==> src/rtl/core/bba_pkg.sv <==
package bba_pkg;

    // Register indexes on the configuration port.
    localparam int CFG_IDX_W = 1;
    localparam logic [CFG_IDX_W-1:0] REG_GRANULE_LOG2 = 1'd0;
    localparam logic [CFG_IDX_W-1:0] REG_TOP_ORDER    = 1'd1;
    localparam int CFG_DATA_W = 5;

    // Field widths fixed by the interface.
    localparam int SIZE_W = 26;
    localparam int ADDR_W = 27;
    localparam int ORDF_W = 4;
    localparam int STAT_W = 2;

    // Result status codes.
    localparam logic [STAT_W-1:0] ST_OK        = 2'd0;
    localparam logic [STAT_W-1:0] ST_TOO_LARGE = 2'd1;
    localparam logic [STAT_W-1:0] ST_NO_FREE   = 2'd2;
    localparam logic [STAT_W-1:0] ST_BAD_ADDR  = 2'd3;

    // Item opcodes.
    localparam logic OPC_ALLOC = 1'b0;
    localparam logic OPC_FREE  = 1'b1;

    typedef enum logic [4:0] {
        OP_NONE,
        OP_INIT,
        OP_LOAD,
        OP_K_STEP,
        OP_I_INIT,
        OP_I_STEP,
        OP_POP_RD,
        OP_POP_TAKE,
        OP_SPLIT,
        OP_ALLOC_DONE,
        OP_ORD_RD,
        OP_ORD_TAKE,
        OP_SCAN_INIT,
        OP_SCAN_RD,
        OP_SCAN_NEXT,
        OP_LAST_RD,
        OP_SWAP,
        OP_PUSH_DONE,
        OP_ERR
    } bba_op_t;

    typedef struct packed {
        bba_op_t             op;
        logic [STAT_W-1:0]   err;
    } bba_cmd_t;

    typedef struct packed {
        logic is_free;
        logic too_large;
        logic k_more;
        logic i_over;
        logic cnt_zero;
        logic i_gt_k;
        logic bad_addr;
        logic o_gt_t;
        logic o_lt_t;
        logic j_lt_cnt;
        logic match;
    } bba_sts_t;

endpackage

==> src/rtl/core/bba_ctrl.sv <==
module bba_ctrl
    import bba_pkg::*;
(
    input  logic     clk,
    input  logic     rst_n,
    input  logic     in_valid,
    output logic     in_stall,
    output logic     out_valid,
    input  logic     out_stall,
    input  bba_sts_t sts,
    output bba_cmd_t cmd
);

    typedef enum logic [3:0] {
        S_BOOT,
        S_IDLE,
        S_CHK,
        S_AL_K,
        S_AL_SRCH,
        S_AL_POP,
        S_AL_SPLIT,
        S_AL_DONE,
        S_FR_ORD,
        S_FR_OCHK,
        S_FR_SCAN,
        S_FR_CMP,
        S_FR_SWAP,
        S_FR_PUSH,
        S_ERR
    } state_t;

    state_t            state_reg, state_next;
    logic              out_valid_reg, out_valid_next;
    logic [STAT_W-1:0] err_reg, err_next;
    logic              out_free;

    assign out_free = !out_valid_reg || !out_stall;
    assign in_stall = state_reg != S_IDLE;
    assign out_valid = out_valid_reg;

    always_comb
    begin
        state_next     = state_reg;
        err_next       = err_reg;
        out_valid_next = out_valid_reg && out_stall;
        cmd.op         = OP_NONE;
        cmd.err        = err_reg;
        unique case (state_reg)
            S_BOOT:
            begin
                cmd.op     = OP_INIT;
                state_next = S_IDLE;
            end
            S_IDLE:
            begin
                if (in_valid)
                begin
                    cmd.op     = OP_LOAD;
                    state_next = S_CHK;
                end
            end
            S_CHK:
            begin
                if (!sts.is_free)
                begin
                    if (sts.too_large)
                    begin
                        err_next   = ST_TOO_LARGE;
                        state_next = S_ERR;
                    end
                    else
                    begin
                        state_next = S_AL_K;
                    end
                end
                else if (sts.bad_addr)
                begin
                    err_next   = ST_BAD_ADDR;
                    state_next = S_ERR;
                end
                else
                begin
                    cmd.op     = OP_ORD_RD;
                    state_next = S_FR_ORD;
                end
            end
            S_AL_K:
            begin
                if (sts.k_more)
                begin
                    cmd.op = OP_K_STEP;
                end
                else
                begin
                    cmd.op     = OP_I_INIT;
                    state_next = S_AL_SRCH;
                end
            end
            S_AL_SRCH:
            begin
                if (sts.i_over)
                begin
                    err_next   = ST_NO_FREE;
                    state_next = S_ERR;
                end
                else if (sts.cnt_zero)
                begin
                    cmd.op = OP_I_STEP;
                end
                else
                begin
                    cmd.op     = OP_POP_RD;
                    state_next = S_AL_POP;
                end
            end
            S_AL_POP:
            begin
                cmd.op     = OP_POP_TAKE;
                state_next = S_AL_SPLIT;
            end
            S_AL_SPLIT:
            begin
                if (sts.i_gt_k)
                begin
                    cmd.op = OP_SPLIT;
                end
                else
                begin
                    state_next = S_AL_DONE;
                end
            end
            S_AL_DONE:
            begin
                if (out_free)
                begin
                    cmd.op         = OP_ALLOC_DONE;
                    out_valid_next = 1'b1;
                    state_next     = S_IDLE;
                end
            end
            S_FR_ORD:
            begin
                cmd.op     = OP_ORD_TAKE;
                state_next = S_FR_OCHK;
            end
            S_FR_OCHK:
            begin
                if (sts.o_gt_t)
                begin
                    err_next   = ST_BAD_ADDR;
                    state_next = S_ERR;
                end
                else if (sts.o_lt_t)
                begin
                    cmd.op     = OP_SCAN_INIT;
                    state_next = S_FR_SCAN;
                end
                else
                begin
                    state_next = S_FR_PUSH;
                end
            end
            S_FR_SCAN:
            begin
                if (sts.j_lt_cnt)
                begin
                    cmd.op     = OP_SCAN_RD;
                    state_next = S_FR_CMP;
                end
                else
                begin
                    state_next = S_FR_PUSH;
                end
            end
            S_FR_CMP:
            begin
                if (sts.match)
                begin
                    cmd.op     = OP_LAST_RD;
                    state_next = S_FR_SWAP;
                end
                else
                begin
                    cmd.op     = OP_SCAN_NEXT;
                    state_next = S_FR_SCAN;
                end
            end
            S_FR_SWAP:
            begin
                cmd.op     = OP_SWAP;
                state_next = S_FR_OCHK;
            end
            S_FR_PUSH:
            begin
                if (out_free)
                begin
                    cmd.op         = OP_PUSH_DONE;
                    out_valid_next = 1'b1;
                    state_next     = S_IDLE;
                end
            end
            S_ERR:
            begin
                if (out_free)
                begin
                    cmd.op         = OP_ERR;
                    out_valid_next = 1'b1;
                    state_next     = S_IDLE;
                end
            end
            default:
            begin
                state_next = S_IDLE;
            end
        endcase
    end

    always_ff @(posedge clk or negedge rst_n)
    begin
        if (!rst_n)
        begin
            state_reg     <= S_BOOT;
            out_valid_reg <= 1'b0;
            err_reg       <= ST_OK;
        end
        else
        begin
            state_reg     <= state_next;
            out_valid_reg <= out_valid_next;
            err_reg       <= err_next;
        end
    end

endmodule

==> config.mk <==
export PLATFORM = sky130hd
export DESIGN_NAME = bba_ctrl
export DESIGN_NICKNAME = d
export VERILOG_FILES = /design/src/rtl/core/bba_pkg.sv /design/src/rtl/core/bba_ctrl.sv
export SDC_FILE = /design/constraint.sdc
export NUM_CORES = 1
export LEC_CHECK = 0
export ABC_AREA = 0
export BUFFER_PORTS_ARGS = -buffer_cell sky130_fd_sc_hd__buf_4
export CORE_AREA = 2 2 45 47
export DETAILED_ROUTE_END_ITERATION = 6
export DIE_AREA = 0 0 47 49
export GPL_ROUTABILITY_DRIVEN = 1
export MAX_ROUTING_LAYER = met4
export PLACE_DENSITY = 0.85
export SLEW_MARGIN = 25
export SYNTH_ARGS = -nofsm -noshare
export SYNTH_HDL_FRONTEND = slang
export SYNTH_SLANG_ARGS = --single-unit
export TNS_END_PERCENT = 20
==> constraint.sdc <==
create_clock -name clk -period 1.95 [get_ports clk]
set_input_delay 0.39 -clock clk [delete_from_list [all_inputs] [get_ports clk]]
set_output_delay 0.39 -clock clk [all_outputs]
set_load 0.01 [all_outputs]
# Word level (Yosys, flattened, before mapping)
# Index checks and enable logic that the tools add are counted.
# op_classes
n_eq_ne	24
order_cmp	0
addsub	0
reduce_logical	10
n_bitwise	0
shifts	0
div_mod_pow	0
muxes	37
multipliers	0
# op_table
cell	n
case mux 5 bit (15 select lines)	1
2-to-1 mux 4 bit	15
case mux 4 bit (11 select lines)	1
== test 4 bit, second input constant	7
2-to-1 mux 3 bit	7
== test 4 x 3 -> 1 bit, second input constant	4
2-to-1 mux 2 bit	7
2-to-1 mux 5 bit	2
inequality test 2 bit, second input constant	5
AND reduction 5 bit	2
inequality test 3 bit, second input constant	3
== test 4 x 2 -> 1 bit, second input constant	2
case mux 2 bit (3 select lines)	1
== test 4 x 1 -> 1 bit, second input constant	1
logical NOT 4 bit	1
inequality test 4 x 1 -> 1 bit, second input constant	1
2-to-1 mux 1 bit	3
nonzero test 3 bit	1
OR reduction 3 bit	1
logical NOT 1 bit	2
inequality test 2 x 1 -> 1 bit, second input constant	1
OR reduction 2 bit	1
logical AND 1 bit	1
logical OR 1 bit	1
# totals
latch_bits	0
elab_cells	74
ram_bits	0
register_bits	7
output_inout_bits	9
romBits	0
memories	0
input_bits	15

# Longest topological paths before layout
# Gate-level depths: netlist (run 1).
# depth
ltp_word	4
ltp_mapped	7
mapped_depth_nobuf	4

# Worst setup path before layout (run 1)
# Ideal clock, no wire load.
# synth_timing
path_type	reg-to-output
start	register state_reg[1]
end	output cmd[6] in the netlist's numbering
setup_slack_ns	0.168
n_path_buf	3
stages_incl_launch_ff	6
required_ns	1.560
arrival_ns	1.392
cell_sequence	dfrtp_1 buf_2 buf_2 buf_2 maj3_1 nor2_1
# synth_lines
item	line	text
start: declaration	bba_ctrl.sv:32	state_t state_reg, state_next;
start signal: assignment	bba_ctrl.sv:228	state_reg <= state_next;
end: declaration	bba_ctrl.sv:11	output bba_cmd_t cmd

==> metrics.md, run 1 <==
| Metric | Value |
|---|---|
| Post-route cell area | 0.00141 mm² |
| Startpoint Class | register |
| Io pins | 24 |
| Register bit total from synthesis | 7 |
| Hold endpoint | err_reg[0] |
| Crit path cell chain | buf_12 > and3_1 > a32o_2 > a211o_1 > buf_4 |
| Arrival @ worst endpoint | 1590 ps |
| H-tree depth | 1 |
| Post-synth top flop | dfrtp_1 |
| Critical path required time | 1560 ps |
| Reg-to-Reg Start | state_reg[1] |
| Worst IR Drop VDD | 1.04 mV |
| Total gr overflow | 0 |
| Placement Setup Slack | -4.18 ps |
| Gr usage total | 30.0% |
| Synth-to-layout area growth | 56.7% |
| CP endpoint kind | output port |
| Critical path class | register to output port |
| Row count | 16 |
| Fin crit share | 102% |
| Clock buffer count from CTS | 3 |
| Core area | 0.00184 mm² |
| CTS Sinks | 7 |
| Leak pwr | ~0.62 nW |
| Hold path start | sts[7] |
| Synth Net Count | 137 |
| Placed insts | between 150 and 200 |
| Initial cell density of the core | between 40% and 50% |
| Vias per std cell | approximately 6.3 |
| Cell area after synthesis | 901 µm² |
| Max FFs per register | 4 |
| Outcome | finished with violations |
| Largest net degree at the start of global routing | 12 |
| Slowest CP cell | dfrtp_2 |
| Seq/Total Area, Yosys | 19.4% |
| Slew HR | 75.2% |
| Nets@finish | around 180 |
| Yosys warning count | 0 |
| Chip Height | slightly below 50 µm |
| RSZ-0062 raised after global routing | yes |
| Worst-Margin Slew | about 360 ps |
| Clk buf depth | 2 |
| Fin crit period | 1980 ps |
| F_max | 0.504 GHz |
| Max_cap viols | 0 |
| Placed Area | between 0.001 and 0.0015 mm² |
| Worst hold path depth | 2 |
| Final setup margin | -33.6 ps |
| Post-synth EDFFs | 0 |
| Layout cell share with drive strength beyond 1 | 46.1% |
| Post-route ant nets | 0 |
| Total Wirelength | 3420 µm |
| Clock latency on the worst-skew pair | around 240 ps |
| Reg2Reg Depth | 6 |
| R2R Setup Slk | 20 ps |
| Worst-path clk slew | 50 ps |
| Asr flop ratio synth | 100% |
| TritonCTS clock tree | done |
| Crit Reg-Reg Endpoint | state_reg[2] |
| Root Driver | clkbuf_4 |
| Iter 0 DRT Violations | 105 |
| HPWL Detailed | between 2000 and 2500 µm |
| Antenna violations before repair | 0 |
| Crit-path max FO | 7 |
| First-pass GRT wire length | 5040 µm |
| Worst hold path class | input pin to register |
| Post-synth cell types | 47 |
| Failing checks | negative setup slack |
| Hold Vio Cnt, Final | 0 |
| Antenna diodes | 0 |
| Pwr dens | 1680 mW/mm² |
| Final Max Slew Viols | 0 |
| Die W | 47 µm |
| Final Instance Count excl. Fillers | around 190 |
| Worst stage delay on the critical path | 430 ps |
| Vias in the first global route | 1,184 |
| Buffers on Ports | 23 |
| 1st-pass router iterations | 5 |
| WL/cell | 17.8 µm |
| Final setup vio count | 3 |
| Syn avg cell area | 7.38 µm² |
| Worst hold slack | 399 ps |
| Clock Skews | 0.554 ps |
| Die area | 0.00230 mm² |
| Syn Inst Count | 122 |
| Final RePlAce weighted congestion | around 0.91 |
| Residual DRC | 0 |
| Detailed-route via count | 1,200 |
-- worst max path at each step --
stage	start	endpoint	slack [ps]
3_5_place_dp	state_reg[2]	state_reg[0]	-4
4_1_cts	state_reg[1]	cmd[2]	-30
2_1_floorplan	state_reg[1]	cmd[6]	170
5_1_grt	state_reg[0]	cmd[5]	-100
3_3_place_gp	state_reg[2]	state_reg[1]	50
6_report	state_reg[1]	cmd[2]	-30
-- worst max-delay path, delay by kind of cell, from the launching register on --
| family | cells | cell delay (ps) |
|---|---|---|
| compound gates | 2 | 460 |
| buf+inv | 2 | 280 |
| flops | 1 | 430 |
| simple gates | 1 | 170 |
-- synthesized netlist by cell type (3+ instances only) --
cell	instances	area, µm²
nor2_1	7	26.3
nor2b_1	3	18.8
a211o_1	3	26.3
mux2_1	4	45.0
a21oi_1	9	45.0
nand2b_1	5	31.3
a2bb2oi_1	4	35.0
buf_2	9	45.0
dfrtp_1	7	175
o21ai_0	8	40.0
o21bai_1	3	22.5
inv_1	3	11.3
nand2_1	15	56.3
-- placed cells by master (no fill, tap or decap), drive strengths merged, types with 2 or more instances in the layout --
cell type,n
inv,3
nor2,7
buf,50
a211o,3
nor3,2
o221ai,2
nand3,2
nor2b,3
nor4b,2
o211ai,2
o21bai,3
maj3,2
and2,2
dfrtp,7
nand2b,6
clkbuf,4
a21oi,9
a2bb2oi,4
mux2,5
o21ai,8
nand2,15
-- logic make-up (layout without fill, tap and decap cells) --
group | Yosys count | count (layout) | synth area share [%]
adders and majority gates | 2 | 2 | 2.22
DFF | 7 | 7 | 19.4
muxes | 6 | 6 | 7.36
AOI/OAI and AO/OA | 41 | 41 | 31.7
buffers and inverters | 15 | 58 | 7.50
xor gates and xnor gates | 1 | 1 | 0.972
and+or+nand+nor | 50 | 50 | 30.8
-- stage by stage --
stage	setup TNS, ps	util [%]	power, mW
2_1_floorplan	0	-	1.25
3_3_place_gp	0	62.8	1.72
3_5_place_dp	-4.18	62.8	1.75
4_1_cts	-67.3	72.8	2.15
5_1_grt	-446	76.6	2.51
6_report	-48.0	76.6	2.38
-- where the power goes --
| group | total, mW | internal (mW) | switching [mW] |
|---|---|---|---|
| registers | 0.316 | 0.222 | 0.0942 |
| logic | 1.94 | 0.981 | 0.954 |
| clock network | 0.124 | 0.0776 | 0.0461 |
-- per-layer routing --
metal / GRT usage [%] / vias to the layer above / routed length (µm) / part of all wire (%)
li1: - / 541 / - / -
met1: 33.2 / 535 / 1240 / 36
met2: 49.5 / 105 / 1690 / 49
met3: 4.07 / 19 / 337 / 9.9
met4: 16.7 / 0 / 153 / 4.5
met5: - / - / 0 / 0
-- layout make-up --
| class | instances | area [µm²] |
|---|---|---|
| repair buffers | 51 | 413 |
| clock buffers | 4 | 26.3 |
| well taps | 27 | 33.8 |
| flip-flops and latches | 7 | 180 |
| multi-input cells | 100 | 747 |
| inverters | 3 | 11.3 |
| fillers | 117 | 430 |
-- timing repair --
action | 4_1_cts | 5_1_grt
pin swaps | 4 | 4
hold endpoints to repair | 7 | 0
endpoints found under the setup margin | 6 | 7
resized for setup | 19 | 15
hold buffers | 1 | 0
setup buffers | 11 | 2
(Power assumes the default switching activity.)
==> run 2: changes to the inputs <==
--- a/config.mk
+++ b/config.mk
@@ -11,8 +11,10 @@
 export DETAILED_ROUTE_END_ITERATION = 6
 export DIE_AREA = 0 0 47 49
 export GPL_ROUTABILITY_DRIVEN = 1
+export GPL_TIMING_DRIVEN = 0
 export MAX_ROUTING_LAYER = met4
 export PLACE_DENSITY = 0.85
+export SKIP_CTS_REPAIR_TIMING = 1
 export SLEW_MARGIN = 25
 export SYNTH_ARGS = -nofsm -noshare
 export SYNTH_HDL_FRONTEND = slang
==> metrics.md, run 2 (synthesis gave the netlist of run 1 again) <==
| Metric | Value |
|---|---|
| Chip Height | just under 50 µm |
| Startpoint Class | register |
| Power Total | roughly 2.2 mW |
| WL/cell | 16.9 µm |
| Final RePlAce weighted congestion | approximately 0.94 |
| Layout cell share with drive strength beyond 1 | 38.0% |
| Detailed-route via count | between 1,000 and 1,500 |
| Combinational share of power | 81.5% |
| Post-route ant nets | 0 |
| Largest net degree at the start of global routing | 11 |
| Leak pwr | between 0.5 and 0.6 nW |
| Slew HR | 66.7% |
| Clock buffer count from CTS | 3 |
| Vias in the first global route | 1,014 |
| Most frequent cells in the layout | 31 x buf_4, 15 x nand2_1, 9 x buf_6, 9 x a21oi_1, 8 x o21ai_0 |
| Pwr dens | 1680 mW/mm² |
| Outcome | finished with violations |
| Cell internal pwr | 1.22 mW |
| Antenna diodes | 0 |
| Max FFs per register | 4 |
| Clock Skews | 1.42 ps |
| Hold Vio Cnt, Final | 0 |
| F_max | 0.487 GHz |
| TritonCTS clock tree | done |
| Iter 0 DRT Violations | 66 |
| Synth-to-layout area growth | 48.5% |
| Worst hold path depth | 2 |
| Switch share | 45.4% |
| HPWL Detailed | 2090 µm |
| Most common cell after layout, fill and taps aside | buf_4 |
| Worst hold path class | input pin to register |
| Antenna violations before repair | 0 |
| Total gr overflow | 0 |
| Clk buf depth | 2 |
| Worst-Margin Slew | 496 ps |
| RSZ-0062 raised after global routing | yes |
| Die area | 0.00230 mm² |
| Final setup margin | -104 ps |
| Initial cell density of the core | 48.9% |
| Hold path start | sts[7] |
| Final setup vio count | 7 |
| Gr usage total | 26.0% |
| Worst hold slack | 393 ps |
| Clock group share of total power | 5.5% |
| Crit. Startpoint | state_reg[0] |
| 1st-pass router iterations | 4 |
| Worst IR Drop VDD | 1.07 mV |
| First-pass GRT wire length | between 4000 and 5000 µm |
| Psw | 1.02 mW |
| Worst-path clk slew | 50 ps |
| Root Driver | clkbuf_4 |
| Io pins | 24 |
| Arrival @ worst endpoint | roughly 1700 ps |
| Crit Reg-Reg Endpoint | state_reg[0] |
| Total Wirelength | 3120 µm |
| Reg-to-Reg Start | state_reg[1] |
| Failing checks | negative setup slack |
| R2R Setup Slk | -20 ps |
| CP endpoint kind | output port |
| Crit-path max FO | 7 |
| Critical path required time | 1560 ps |
| Final Max Slew Viols | 0 |
| Nets@finish | roughly 170 |
| Utilization after layout | 72.6% |
| CTS Sinks | 7 |
| Core area | 0.00184 mm² |
| Critical path class | register to output port |
| Reg power frac | 13.0% |
| Die W | 47 µm |
| Vias per std cell | 6.38 |
| Reg2Reg Depth | 6 |
| Row count | 16 |
| Buffers on Ports | 23 |
| Fin crit period | 2050 ps |
| Max_cap viols | 0 |
| Fin crit share | 105% |
| Residual DRC | 0 |
| Hold endpoint | err_reg[0] |
| Filler cells | 144 |
| H-tree depth | 1 |
| Clock latency on the worst-skew pair | 240 ps |
run 2: cell types whose count changed in the layout (fill, tap and decap cells not counted), moves of 3 or more:
cell,before,now
buf_4,45,31
buf_6,4,9
o21ai_0,5,8
o21ai_1,3,0
run 2: how the worst max path moves through the flow:
stage | to | slack, ps | cells after the start
2_1_floorplan | cmd[6] | 170 | 5
3_5_place_dp | cmd[4] | -150 | 7
4_1_cts | cmd[4] | -410 | 7
5_1_grt | cmd[5] | -150 | 6
6_report | cmd[2] | -100 | 4
3_3_place_gp | cmd[3] | -130 | 7
run 2: worst max-delay path: stages (launching register included):
cell,delay (ps)
dfrtp_2,470
nor4b_2,460
a32o_2,270
a211o_1,110
buf_4,110
run 2: layout make-up:
cell class	instances	area [µm²]	area share, %
repair buffers	34	265	19.8
multi-input cells	100	707	52.9
plain buffers	10	116	8.70
well taps	27	33.8	2.53
clock buffers	4	26.3	1.96
flip-flops and latches	7	178	13.3
inverters	3	11.3	0.842
run 2: metrics by stage:
step	setup slack [ps]	area [µm²]	setup TNS [ps]	instances
3_3_place_gp	-128	1110	-373	172
2_1_floorplan	168	901	0	122
6_report	-104	1340	-351	185
3_5_place_dp	-152	1110	-462	172
5_1_grt	-149	1340	-762	185
4_1_cts	-411	1130	-1950	176
run 2: layer usage:
metal	track usage (%)	vias up	part of all wire (%)	routed length [µm]
met1	34.0	531	39	1230
met4	13.0	0	4.4	136
met5	-	-	0	0
met3	1.85	25	9.7	302
li1	-	528	-	-
met2	39.3	97	46	1450
run 2: power by group through the flow:
stage | registers (mW) | clock network, mW | logic, mW
6_report | 0.291 | 0.124 | 1.83
5_1_grt | 0.298 | 0.136 | 1.95
4_1_cts | 0.254 | 0.132 | 1.43
3_5_place_dp | 0.255 | 0 | 1.43
3_3_place_gp | 0.253 | 0 | 1.40
2_1_floorplan | 0.259 | 0 | 0.988
